`src/design/sbd_fifo.sv`:
```
// Small register-based first-in first-out queue of plain bit vectors.
// Depends on nothing; used between front and back and at the result side.
module sbd_fifo #(
   parameter int Width = 8,
   parameter int Depth = 4
) (
   input  logic             clock,
   input  logic             reset,
   input  logic             push,
   input  logic [Width-1:0] data_in,
   output logic             full,
   input  logic             pop,
   output logic [Width-1:0] data_out,
   output logic             empty
);
   localparam int PtrWidth   = (Depth > 1) ? $clog2(Depth) : 1;
   localparam int CountWidth = $clog2(Depth + 1);

   logic [Width-1:0]      store_ff [Depth];
   logic [PtrWidth-1:0]   wr_ptr_ff, wr_ptr_in;
   logic [PtrWidth-1:0]   rd_ptr_ff, rd_ptr_in;
   logic [CountWidth-1:0] count_ff, count_in;
   logic                  do_push, do_pop;

   assign full     = (count_ff == CountWidth'(Depth));
   assign empty    = (count_ff == '0);
   assign do_push  = push && !full;
   assign do_pop   = pop && !empty;
   assign data_out = store_ff[rd_ptr_ff];

   always_comb begin
      wr_ptr_in = wr_ptr_ff;
      rd_ptr_in = rd_ptr_ff;
      count_in  = count_ff;
      if (do_push) begin
         wr_ptr_in = (wr_ptr_ff == PtrWidth'(Depth - 1)) ? '0 : wr_ptr_ff + PtrWidth'(1);
      end
      if (do_pop) begin
         rd_ptr_in = (rd_ptr_ff == PtrWidth'(Depth - 1)) ? '0 : rd_ptr_ff + PtrWidth'(1);
      end
      if (do_push && !do_pop) begin
         count_in = count_ff + CountWidth'(1);
      end else if (do_pop && !do_push) begin
         count_in = count_ff - CountWidth'(1);
      end
   end

   always_ff @(posedge clock) begin
      if (reset) begin
         wr_ptr_ff <= '0;
         rd_ptr_ff <= '0;
         count_ff  <= '0;
      end else begin
         wr_ptr_ff <= wr_ptr_in;
         rd_ptr_ff <= rd_ptr_in;
         count_ff  <= count_in;
      end
   end

   always_ff @(posedge clock) begin
      if (do_push) begin
         store_ff[wr_ptr_ff] <= data_in;
      end
   end

endmodule

```
`config.mk`:
```
export PLATFORM = sky130hd
export DESIGN_NAME = sbd_fifo
export DESIGN_NICKNAME = d
export VERILOG_FILES = /design/src/design/sbd_fifo.sv
export SDC_FILE = /design/constraint.sdc
export NUM_CORES = 1
export LEC_CHECK = 0
export ABC_AREA = 1
export BUFFER_PORTS_ARGS = -buffer_cell sky130_fd_sc_hd__buf_2
export CAP_MARGIN = 15
export CORE_ASPECT_RATIO = 0.8
export CORE_UTILIZATION = 30
export DETAILED_ROUTE_END_ITERATION = 8
export GPL_ROUTABILITY_DRIVEN = 0
export PLACE_DENSITY = 0.54
export REMOVE_ABC_BUFFERS = 1
export SETUP_SLACK_MARGIN = 0.1
export SKIP_LAST_GASP = 1
export SYNTH_ARGS = -nofsm -noshare
export SYNTH_HDL_FRONTEND = slang
export SYNTH_SLANG_ARGS = --single-unit
```
`constraint.sdc`:
```
create_clock -name clock -period 2.1 [get_ports clock]
set_input_delay 0.42 -clock clock [delete_from_list [all_inputs] [get_ports clock]]
set_output_delay 0.42 -clock clock [all_outputs]
set_load 0.005 [all_outputs]
```
[After elaboration in Yosys (flattened, before gate mapping)]
Memories as Yosys holds them, arrays and structs flattened. A register that Yosys moved wholly into a read port is not among the register bits.
Cells that the tools add are included.
Word-level totals
  flip-flop bits (word level): 7
  RAM bits: 32
  bits of input ports: 12
  output and inout port bits: 10
  logic and storage cells: 29
  memories: 1
Memory list
  store_ff: words 4, bits a word 8, rd ports 1, clocked after Yosys merged registers in 1, write ports 1, line 19  | logic [Width-1:0] store_ff [Depth];
Operators by class
  add/sub/neg operators: 4
  equal/unequal tests: 3
  mux-type cells: 8
  reduce and logical (&&, ||, !) cells: 10
Operators with widths (count)
  $mux W2: 4
  $mux W3: 2
  $add A2 B1 Y2 const B: 2
  $eq A2 B2 Y1 const B: 2
  $logic_and A1 B1 Y1: 4
  $logic_not A1 Y1: 4
  $add A3 B1 Y3 const B: 1
  $eq A3 B3 Y1 const B: 1
  $logic_not A3 Y1: 1
  $sub A3 B1 Y3 const B: 1
  $mux W1: 2
  $reduce_bool A2 Y1: 1

[Logic depth before layout (Yosys ltp)]
Gate-level depths: netlist of the first run.
  depth in word-level cells: 7
  depth in mapped cells: 13
  gate-level depth less buffers: 13

[Least setup slack after synthesis of the first run]
OpenSTA, ideal clock, no wires.
  kind: reg-to-reg
  from: register count_ff[1]
  to: register count_ff[1]
  library setup time: 0.116 ns
  arrival time: 1.574 ns
  slack: 0.410 ns
  stages on the path, launching flop included: 10
  buffers on the path: 0
  period minus slack after synthesis: 1.690 ns
  cell sequence: dfxtp_1 > nor2_1 > nand2_1 > nand2_2 > inv_1 > ha_1 > inv_1 > fa_1 > o21ai_0 > nor2_1
RTL lines
  from (decl): line 22  | logic [CountWidth-1:0] count_ff, count_in;
  from (signal assigned): line 56  | count_ff <= count_in;
  $eq A3 B3 Y1: line 25  | assign full = (count_ff == CountWidth'(Depth));
  $logic_not A1 Y1: line 27  | assign do_push = push && !full;
  $logic_and A1 B1 Y1: line 27
  via do_push: line 23  | logic do_push, do_pop;
  $logic_and A1 B1 Y1: line 41  | if (do_push && !do_pop) begin
  $mux W3: line 41
  via count_in[1]: line 22
The timed path passes the listed nets, and every way through them passes these cells. The select of a mux whose other input is x is not followed.
A chain may end at the register's enable or synchronous reset.

==> results of run 1 <==
per-stage QoR:
stage | area [sq um] | hold WS (ps)
6_report | 2003 | 299.3
5_1_grt | 2003 | 290.1
4_1_cts | 1994 | 285.0
3_5_place_dp | 1914 | 517.5
3_3_place_gp | 1914 | 516.8
2_1_floorplan | 1674 | 482.7
worst reg2reg max path: stages, from the launching register on:
cell     delay, ps
dfxtp_1        350
nor2_1         140
nand2_1        120
nand2_1        140
ha_1           170
inv_1           60
fa_1           380
inv_1           60
nand2_1         60
nand3_1         70
nand2_1         50
inv_1           40
nor2_1          30
flip-flops by register name (all words and copies together), names as in the netlist, named ones only:
| name | count |
|---|---|
| store_ff | 32 |
| count_ff | 3 |
| rd_ptr_ff | 2 |
| wr_ptr_ff | 2 |
where the power goes:
group	total [mW]	switching [mW]	leakage, nW	internal [mW]
logic	0.699	0.403	0.396	0.296
registers	1.10	0.0890	0.368	1.01
clock network	0.471	0.235	0.0395	0.236
cell families after synthesis:
group / after synthesis / synth area share
buffers and inverters: 20 / 0.05309
DFF: 41 / 0.6726
and+or+nand+nor: 51 / 0.1209
adders and majority gates: 7 / 0.05605
xor gates and xnor gates: 1 / 0.005163
AOI/OAI and AO/OA: 27 / 0.09218
Yosys cell counts (2+ instances only):
| library cell | number | area (sq um) |
|---|---|---|
| o22ai_1 | 8 | 50.05 |
| nor2_1 | 33 | 123.9 |
| buf_6 | 2 | 22.52 |
| o21ai_0 | 13 | 65.06 |
| inv_1 | 17 | 63.81 |
| ha_1 | 6 | 75.07 |
| dfxtp_1 | 9 | 180.2 |
| o21ai_2 | 3 | 26.28 |
| a21oi_1 | 2 | 10.01 |
| edfxtp_1 | 32 | 960.9 |
| nand3b_1 | 2 | 15.01 |
| nand2_1 | 13 | 48.80 |
path summary, 6_finish.rpt:
| check | from | to | slack [ps] | cells past startpoint |
|---|---|---|---|---|
| worst max-delay path | flop | data_out[1] | 230 | 4 |
| worst min-delay path | reset | count_ff[0]$_SDFFE_PP0P_ | 300 | 2 |
| worst max register to register | count_ff[0]$_SDFFE_PP0P_ | count_ff[2]$_SDFFE_PP0P_ | 320 | 12 |
| worst min register to register | rd_ptr_ff[1]$_SDFFE_PP0P_ | rd_ptr_ff[1]$_SDFFE_PP0P_ | 530 | 2 |
routing by layer:
layer	track usage	up-vias
met4	0.03889	0
met2	0.1667	20
met5	0	-
met1	0.1373	489
li1	-	566
met3	0.03690	3
layout make-up:
class                           count  area (sq um)
Clock buffer                        8         80.08
Fill cell                         542          3432
Inverter                           18         67.56
Multi-Input combinational cell     86         465.4
Sequential cell                    41          1142
Tap cell                           78         97.59
Timing Repair Buffer               27         150.1
what timing repair did:
item	in CTS	in global routing
resized for setup	0	1
setup buffers	0	1
setup endpoints to repair	0	3
==> summary.md, run 1 <==
| Metric | Value |
|---|---|
| Outcome | finished, final reports clean |
| Share of layout cells above drive strength 1 | 0.2111 |
| CP Launch Type | flop |
| Worst stage delay on the critical path | 410 ps |
| H-tree depth | 2 |
| Setup WS post-layout | 234.4 ps |
| ANT cells | 0 |
| Die Area | 0.005962 sq mm |
| Max Clock Skew | 1.704 ps |
| WL per Instance | 11.19 microns |
| Main synth FF type | edfxtp_1 |
| Fin util | 0.3686 |
| Power density over cell area | 1131 mW/mm^2 |
| Worst-path cell chain | inv_1 -> o21ai_0 -> o22ai_1 -> buf_2 |
| Vias/cell | 4.178 |
| Drt drc | 0 |
| Nets | 198 |
| Worst slew margin | 0.7735 |
| Worst Hold Class | input pin to flop |
| CTS Hold Bufs | 0 |
| Crit end category | primary output |
| Number of global-route vias before repair | 973 |
| WP data required | 1680 ps |
| GRT Total Usage | 0.1068 |
| Post-DP HPWL | 1941 microns |
| Total clock sinks | 41 |
| Core area | 0.005435 sq mm |
| CTS clock-pin slew for the worst setup and hold paths | 70 ps |
| Sequential share of the synthesized area | 0.6726 |
| Longest Clk Path Bufs | 2 |
| Netlist cell types | 19 |
| Met3 Wirelength | 134 microns |
| Fin crit share | 0.8884 |
| Clock Latency Late Sink | 280 ps |
| Post-Syn Area | 0.001697 sq mm |
| Clock buffer count from CTS | 5 |
| P_leak | 0.8034 nW |
| Post-Route WL | 2887 microns |
| Worst-Margin Slew | 339.3 ps |
| DIE WIDTH | 86.08 microns |
| Commonest non-fill, non-tap cell in the layout | nor2_1 |
| Largest net degree at the start of global routing | 17 |
| Root buffer cell | clkbuf_8 |
| Initial Util | 0.3122 |
| Area growth syn-to-layout | 18.07% |
| Sum Neg Setup Slack | 0 ps |
| # port buffers | 21 |
| Top Ports | 22 |
| Unrepaired setup endpoints after global routing | no |
| Crit path buf inv count | 2 |
| Final ANT Viol Nets | 0 |
| Number of flops mapped to enable cells by yosys | 32 |
| Setup violators final | 0 |
| Dpl ws | 286.4 ps |
| Post-route minimum period | 1866 ps |
| Crit path kind | flop to primary output |
| CP max FO | 9 |
| Via count | 1,078 |
| Drt first pass iters | 4 |
| Fin cells | 258 |
| Most frequent cells in the layout | 33 x nor2_1, 32 x edfxtp_1, 21 x buf_2 |
| Height of the die | 69.27 microns |
| Drt initial violations | 49 |
| Max IR drop VDD | 0.0005851 V |
| First-pass GRT wire length | 4705 microns |
| # placed instances | 249 |
| Top sig layer | met4 |
| CTS tree | built |
| Avg Synthesized Cell Area | 11.54 sq um |
| Max Cap Viol | 0 |
| Met2 WL | 1315 microns |
| WP data arrival | 1450 ps |
| CP max stage cell | dfxtp_1 |
| Yosys Warn Count | 0 |
| Ys async rst share | 0 |
| Fin. max-slew vios | 0 |
| Std cell rows | 24 |
| Routed metal-1 wire length | 1415 microns |
| Power, Total | 2.266 mW |
| GR Overflow Total | 0 |
| Flip-flop and latch count after synthesis | 41 |
| Syn Inst Count | 147 |
| Initial antenna violation count | 0 |
| Max Clk Rate | 536.0 MHz |
| CP delay by family, top | buffers and inverters |
| Hold Violations, Final | 0 |
Note: power is estimated with default switching activity, not from simulation.
==> run 2: changes to the inputs <==
--- a/config.mk
+++ b/config.mk
@@ -6,5 +6,4 @@
 export NUM_CORES = 1
 export LEC_CHECK = 0
-export ABC_AREA = 1
 export BUFFER_PORTS_ARGS = -buffer_cell sky130_fd_sc_hd__buf_2
 export CAP_MARGIN = 15
==> constraint.sdc (replaced) <==
create_clock -name clock -period 2.1 [get_ports clock]
set_input_delay 0 -clock clock [delete_from_list [all_inputs] [get_ports clock]]
set_output_delay 0 -clock clock [all_outputs]
set_load 0.005 [all_outputs]
==> run 2 against run 1 <==
Effect of this change: cell area is 6.9% higher; synthesized cell count is 37% lower; critical path depth is 5 higher; hold slack worse by 270 ps; register-to-register slack worse by 170 ps; combinational power is 5.0% lower; first-iteration DRC count is 29% lower; via count is 15% lower; count of clock-buffer cells in the layout is 3 lower; highest routed layer unchanged.
==> summary.md, run 2 <==
| Metric | Value |
|---|---|
| Outcome | finished, final reports clean (unchanged) |
| Sw frac | 0.2698 (was 0.3207) |
| Total clock sinks | 41 (unchanged) |
| Drt initial violations | 35 (was 49) |
| Max Clock Skew | 6.832 ps (was 1.704 ps) |
| Post-Route WL | 2935 microns (was 2887 microns) |
| # port buffers | 21 (unchanged) |
| Number of flops mapped to enable cells by yosys | 32 (unchanged) |
| Area growth syn-to-layout | 30.19% (was 18.07%) |
| GRT Total Usage | 0.1132 (was 0.1068) |
| Fin. max-slew vios | 0 (unchanged) |
| Core area | 0.005151 sq mm (was 0.005435 sq mm) |
| Post-Syn Area | 0.001645 sq mm (was 0.001697 sq mm) |
| Met3 Wirelength | 149 microns (was 134 microns) |
| Worst-Margin Slew | 580.7 ps (was 339.3 ps) |
| WP data arrival | 2170 ps (was 1450 ps) |
| Worst slew margin | 0.6123 (was 0.7735) |
| Std cell rows | 23 (was 24) |
| Commonest non-fill, non-tap cell in the layout | edfxtp_1 (was nor2_1) |
| Netlist cell types | 26 (was 19) |
| Worst setup path start | count_ff[2]$_SDFFE_PP0P_ |
| Drt drc | 0 (unchanged) |
| Crit path kind | flop to flop (was flop to primary output) |
| Fin crit share | 0.9297 (was 0.8884) |
| Yosys top cell area share | 0.5840 (was 0.5664) |
| Max Cap Viol | 0 (unchanged) |
| Post-DP HPWL | 1896 microns (was 1941 microns) |
| Hold Violations, Final | 0 (unchanged) |
| Clock Latency Late Sink | 290 ps (was 280 ps) |
| Drt first pass iters | 6 (was 4) |
| Clock buffer count from CTS | 5 (unchanged) |
| Initial antenna violation count | 0 (unchanged) |
| Met2 WL | 1384 microns (was 1315 microns) |
| Number of global-route vias before repair | 982 (was 973) |
| Top sig layer | met4 (unchanged) |
| DIE WIDTH | 84.80 microns (was 86.08 microns) |
| Ys async rst share | 0 (unchanged) |
| R2R depth | 9 (was 12) |
| ANT cells | 0 (unchanged) |
| CTS clock-pin slew for the worst setup and hold paths | 70 ps (about the same) |
| Fin util | 0.4158 (was 0.3686) |
| Height of the die | 68.24 microns (was 69.27 microns) |
| Syn Inst Count | 92 (was 147) |
| Sequential share of the synthesized area | 0.6935 (was 0.6726) |
| CTS tree | built (unchanged) |
| Flip-flop and latch count after synthesis | 41 (unchanged) |
| H-tree depth | 2 (unchanged) |
| Nets | 155 (was 198) |
| Final ANT Viol Nets | 0 (unchanged) |
| Crit end category | flop (was primary output) |
| Root buffer cell | clkbuf_8 (unchanged) |
| Post-Layout Inst Area | 0.002142 sq mm (was 0.002003 sq mm) |
| Largest net degree at the start of global routing | 14 (was 17) |
| Count leader, synth | edfxtp_1 (was nor2_1) |
| Vias/cell | 4.588 (was 4.178) |
| R2r startpoint | count_ff[2]$_SDFFE_PP0P_ (was count_ff[0]$_SDFFE_PP0P_) |
| Biggest regs | store_ff x32, count_ff x3 (unchanged) |
| Power density over cell area | 1106 mW/mm^2 (was 1131 mW/mm^2) |
| Worst hold margin | 28.94 ps (was 299.3 ps) |
| WL per Instance | 14.75 microns (was 11.19 microns) |
| Routed metal-1 wire length | 1360 microns (was 1415 microns) |
| Post-route minimum period | 1952 ps (was 1866 ps) |
| R2R setup slack | 150 ps (was 320 ps) |
| CP Launch Type | flop (unchanged) |
| Synth top cells by count | 32 x edfxtp_1, 9 x dfxtp_1, 8 x mux4_2, 6 x ha_1 (was 33 x nor2_1, 32 x edfxtp_1, 17 x inv_1, 13 x nand2_1, 13 x o21ai_0) |
| Combinational Power Share | 0.280 (was 0.308) |
| Top Ports | 22 (unchanged) |
| Longest Clk Path Bufs | 2 (unchanged) |
| Worst Setup EP | count_ff[2]$_SDFFE_PP0P_ (was data_out[1]) |
| Share of layout cells above drive strength 1 | 0.4672 (was 0.2111) |
| CP max FO | 3 (was 9) |
| RR Endpoint | count_ff[2]$_SDFFE_PP0P_ (unchanged) |
| Placement Cell Area | 0.001849 sq mm (was 0.001914 sq mm) |
| Top post-synthesis cells by area | edfxtp_1 58%, dfxtp_1 11%, mux4_2 11% (was edfxtp_1 57%, dfxtp_1 11%, nor2_1 7.3%) |
| WP data required | 2320 ps (was 1680 ps) |
| Internal | 1.730 mW (was 1.539 mW) |
| # placed instances | 177 (was 249) |
| Max IR drop VDD | 0.0006131 V (was 0.0005851 V) |
| Switch Pwr | 0.6391 mW (was 0.7267 mW) |
| Die Area | 0.005787 sq mm (was 0.005962 sq mm) |
| First-pass GRT wire length | 4767 microns (was 4705 microns) |
| Main synth FF type | edfxtp_1 (unchanged) |
| Top reg by flops | store_ff (unchanged) |
| GR Overflow Total | 0 (unchanged) |
| Via count | 913 (was 1,078) |
| Setup violators final | 0 (unchanged) |
| Avg Synthesized Cell Area | 17.88 sq um (was 11.54 sq um) |
| Max Clk Rate | 512.2 MHz (was 536.0 MHz) |
| P_leak | 0.7953 nW (was 0.8034 nW) |
| Area leader, netlist | edfxtp_1 (unchanged) |
| Power share of the clock group | 0.258 (was 0.208) |
| Fillers | 468 (was 542) |
| Yosys Warn Count | 0 (unchanged) |
| Unrepaired setup endpoints after global routing | yes (was no) |
| Register Area | 0.001147 sq mm (was 0.001142 sq mm) |
| Max reg flops | 32 (unchanged) |
| Fin cells | 199 (was 258) |
| Most frequent cells in the layout | 32 x edfxtp_1, 21 x buf_2, 10 x dlygate4sd3_1, 10 x buf_4, 8 x mux4_2 (was 33 x nor2_1, 32 x edfxtp_1, 21 x buf_2) |
| Sequential share of power | 0.462 (was 0.484) |
| Initial Util | 0.3194 (was 0.3122) |
| Footprint of the multi-input gates | 503.0 sq um (was 465.4 sq um) |
| Power, Total | 2.369 mW (was 2.266 mW) |
| Worst Hold Class | input pin to flop (unchanged) |
==> run 2: how the worst min path moves through the flow <==
stage | from | to | slack (ps) | cells after the start
3_5_place_dp | data_in[0] | store_ff[1][0]$_DFFE_PP_ | 220 | 1
6_report | push | wr_ptr_ff[0]$_SDFFE_PP0P_ | 30 | 3
2_1_floorplan | reset | count_ff[2]$_SDFFE_PP0P_ | 70 | 1
5_1_grt | push | wr_ptr_ff[0]$_SDFFE_PP0P_ | 50 | 3
3_3_place_gp | data_in[0] | store_ff[2][0]$_DFFE_PP_ | 210 | 1
4_1_cts | push | wr_ptr_ff[0]$_SDFFE_PP0P_ | 20 | 3
==> run 2: metrics by stage <==
| step | TNS (ps) | worst slack, ps |
|---|---|---|
| 5_1_grt | 0 | 78.15 |
| 6_report | 0 | 147.6 |
| 3_5_place_dp | -109.0 | -109.0 |
| 3_3_place_gp | -8.747 | -8.747 |
| 2_1_floorplan | -98.87 | -98.87 |
| 4_1_cts | 0 | 96.44 |
==> run 2: power by group through the flow <==
stage	registers, mW	logic, mW	clock network [mW]
after global routing	1.11	0.727	0.660
after detailed placement	1.11	0.545	0
after CTS	1.10	0.634	0.627
after floorplan	1.08	0.329	0
final	1.09	0.664	0.612
after global placement	1.10	0.525	0
==> run 2: repair_timing <==
action | in CTS | in global routing
gates cloned | 0 | 0
gates resized for setup | 12 | 2
endpoints found under the setup margin | 1 | 1
buffers inserted | 4 | 0
hold endpoints to repair | 34 | 0
hold buffers | 10 | 0
pin swaps | 3 | 2
==> run 2: cell type report <==
type / count / area share
Sequential cell: 41 / 0.5356
Multi-Input combinational cell: 42 / 0.2348
Timing Repair Buffer: 41 / 0.1308
Tap cell: 62 / 0.03622
Clock buffer: 5 / 0.03213
Clock inverter: 3 / 0.01928
Inverter: 5 / 0.01110
==> run 2: cell families (layout without fill, tap and decap cells) <==
logic type	Yosys count	after routing	share of synthesized area
flops	41	41	0.6935
simple gates	16	16	0.05704
buf+inv	9	54	0.02889
fa+ha+maj	7	7	0.05779
compound gates	7	7	0.03041
xor+xnor	2	2	0.01065
mux	10	10	0.1217
==> run 2: critical path: stages (launching register included) <==
cell      delay [ps]
dfxtp_2          330
or3b_4           250
clkinv_4          60
nor2_4           110
ha_4             150
inv_2             40
fa_2             340
xor2_2           160
or3_4            330
a21oi_2          110
==> run 2: per-layer routing <==
layer,track usage,vias to the layer above
li1,-,438
met5,0,-
met1,0.1366,445
met3,0.04101,4
met4,0.04025,0
met2,0.1911,26
==> run 3: changes to the inputs <==
Settings changed: CORE_ASPECT_RATIO 0.8 to 1.1.
==> run 3 against run 2 <==
Effect of this change: flip-flop and latch count unchanged; cell area decreased by 2.5%; utilization decreased by 0.92 points; global-route usage about the same; largest power group unchanged.
==> summary.md, run 3 (synthesis results as in run 2) <==
| Metric | Value |
|---|---|
| Outcome | finished, final reports clean (unchanged) |
| Largest net degree at the start of global routing | 13 (was 14) |
| Worst Hold Class | input pin to flop (unchanged) |
| CP Launch Type | flop (unchanged) |
| Post-Route WL | 2800 microns (was 2935 microns) |
| Root buffer cell | clkbuf_8 (unchanged) |
| Clock buffer count from CTS | 5 (unchanged) |
| Longest Clk Path Bufs | 2 (unchanged) |
| Std cell rows | 27 (was 23) |
| # placed instances | 187 (was 177) |
| Vias/cell | 4.298 (was 4.588) |
| Drt drc | 0 (unchanged) |
| Biggest regs | store_ff x32, count_ff x3 (unchanged) |
| Hold Violations, Final | 0 (unchanged) |
| P_leak | 0.7729 nW (was 0.7953 nW) |
| Power density over cell area | 1097 mW/mm^2 (was 1106 mW/mm^2) |
| DIE WIDTH | 72.61 microns (was 84.80 microns) |
| ANT cells | 0 (unchanged) |
| Max reg flops | 32 (unchanged) |
| Core area | 0.005135 sq mm (was 0.005151 sq mm) |
| Post-DP HPWL | 1890 microns (was 1896 microns) |
| CTS clock-pin slew for the worst setup and hold paths | 80 ps (was 70 ps) |
| Max Clk Rate | 501.5 MHz (was 512.2 MHz) |
| GRT Total Usage | 0.1131 (was 0.1132) |
| Number of global-route vias before repair | 977 (was 982) |
| Drt first pass iters | 3 (was 6) |
| Crit path kind | flop to flop (unchanged) |
| CP delay by family, top | simple AND/OR/NAND/NOR gates (unchanged) |
| Fin cells | 205 (was 199) |
| Total clock sinks | 41 (unchanged) |
| Post-route minimum period | 1994 ps (was 1952 ps) |
| Max Clock Skew | 6.617 ps (was 6.832 ps) |
| Top reg by flops | store_ff (unchanged) |
| Worst stage delay on the critical path | 340 ps (about the same) |
| Register Area | 0.001144 sq mm (was 0.001147 sq mm) |
| Initial antenna violation count | 0 (unchanged) |
| Unrepaired setup endpoints after global routing | yes (unchanged) |
| Most frequent cells in the layout | 32 x edfxtp_1, 21 x buf_2, 9 x dlygate4sd3_1 (was 32 x edfxtp_1, 21 x buf_2, 10 x dlygate4sd3_1, 10 x buf_4, 8 x mux4_2) |
| Placement Cell Area | 0.001862 sq mm (was 0.001849 sq mm) |
| Setup violators final | 0 (unchanged) |
| Crit path buf inv count | 2 (unchanged) |
| Via count | 881 (was 913) |
| Clock Latency Late Sink | 290 ps (about the same) |
| Initial Util | 0.3204 (was 0.3194) |
| Min-delay src | push (unchanged) |
| Fin. max-slew vios | 0 (unchanged) |
| Top Ports | 22 (unchanged) |
| Worst slew margin | 0.6203 (was 0.6123) |
| Max IR drop VDD | 0.0004190 V (was 0.0006131 V) |
| Drt initial violations | 31 (was 35) |
| Nets | 151 (was 155) |
| GR Overflow Total | 0 (unchanged) |
| WL per Instance | 13.66 microns (was 14.75 microns) |
| CP max stage cell | dfxtp_2 (was fa_2) |
| WP data arrival | 2220 ps (was 2170 ps) |
| Worst setup path start | count_ff[2]$_SDFFE_PP0P_ (unchanged) |
| Worst-path cell chain | or3b_4 -> clkinv_4 -> nor2_4 -> ha_2 -> inv_1 -> fa_2 -> xor2_1 -> or3_4 -> a21oi_2 (was or3b_4 -> clkinv_4 -> nor2_4 -> ha_4 -> inv_2 -> fa_2 -> xor2_2 -> or3_4 -> a21oi_2) |
| CP max FO | 5 (was 3) |
| R2r startpoint | count_ff[2]$_SDFFE_PP0P_ (unchanged) |
| Footprint of the multi-input gates | 476.7 sq um (was 503.0 sq um) |
| Area growth syn-to-layout | 26.92% (was 30.19%) |
| CTS tree | built (unchanged) |
| Final ANT Viol Nets | 0 (unchanged) |
| Max Cap Viol | 0 (unchanged) |
| # port buffers | 21 (unchanged) |
| Commonest non-fill, non-tap cell in the layout | edfxtp_1 (unchanged) |
| Worst-Margin Slew | 568.8 ps (was 580.7 ps) |
| Post-Layout Inst Area | 0.002088 sq mm (was 0.002142 sq mm) |
| Crit end category | flop (unchanged) |
| Fillers | 500 (was 468) |
| First-pass GRT wire length | 4664 microns (was 4767 microns) |
| Fin crit share | 0.9496 (was 0.9297) |
| Die Area | 0.005785 sq mm (was 0.005787 sq mm) |
| WP data required | 2320 ps (about the same) |
| Height of the die | 79.67 microns (was 68.24 microns) |
| Share of layout cells above drive strength 1 | 0.4286 (was 0.4672) |
| H-tree depth | 2 (unchanged) |
-- run 3: final timing paths --
path / slack (ps) / endpoint / depth (start not counted)
worst max-delay path: 110 / count_ff[2]$_SDFFE_PP0P_ / 9
worst min-delay path: 30 / wr_ptr_ff[0]$_SDFFE_PP0P_ / 3
worst max register to register: 110 / count_ff[2]$_SDFFE_PP0P_ / 9
worst min register to register: 510 / flop / 2
-- run 3: cell type report --
cell class,instances,area share
well taps,72,0.04314
inverters,5,0.01138
flip-flops and latches,41,0.5476
clock buffers,6,0.03475
clock inverters,2,0.01618
repair buffers,37,0.1186
multi-input cells,42,0.2283
-- run 3: what timing repair did --
action / in CTS / in global routing
resized for setup: 7 / 1
pin swaps: 1 / 0
endpoints found under the hold margin: 36 / 0
hold buffers: 9 / 0
setup buffers: 1 / 0
endpoints found under the setup margin: 1 / 1
-- run 3: per-layer routing --
metal	global-route usage	wire, microns	vias to the layer above	share of wire
met5	0	0	-	0
met4	0.05294	53	0	0.019
met3	0.04545	157	7	0.056
met2	0.1850	1385	22	0.49
met1	0.1281	1204	422	0.43
li1	-	-	430	-
-- run 3: power by group --
group / switching [mW] / leakage, nW / internal (mW)
combinational: 0.250 / 0.352 / 0.344
sequential: 0.0923 / 0.368 / 0.992
clock: 0.263 / 0.0528 / 0.351
total: 0.605 / 0.773 / 1.69
-- run 3: worst min-delay path, stage by stage --
cell and delay (ps):
buf_2 130, nand3_1 90, o31ai_2 60
-- run 3: stage by stage --
step / hold WS (ps) / util / TNS [ps] / total power, mW / setup WS [ps]
after floorplan: 69.07 / - / -98.87 / 1.410 / -98.87
after global placement: 209.9 / 0.3626 / -1.193 / 1.626 / -1.193
after detailed placement: 225.8 / 0.3626 / -104.3 / 1.649 / -104.3
after CTS: 12.24 / 0.4064 / 0 / 2.317 / 102.7
after global routing: 27.22 / 0.4067 / 0 / 2.423 / 17.61
final: 31.22 / 0.4067 / 0 / 2.291 / 105.9
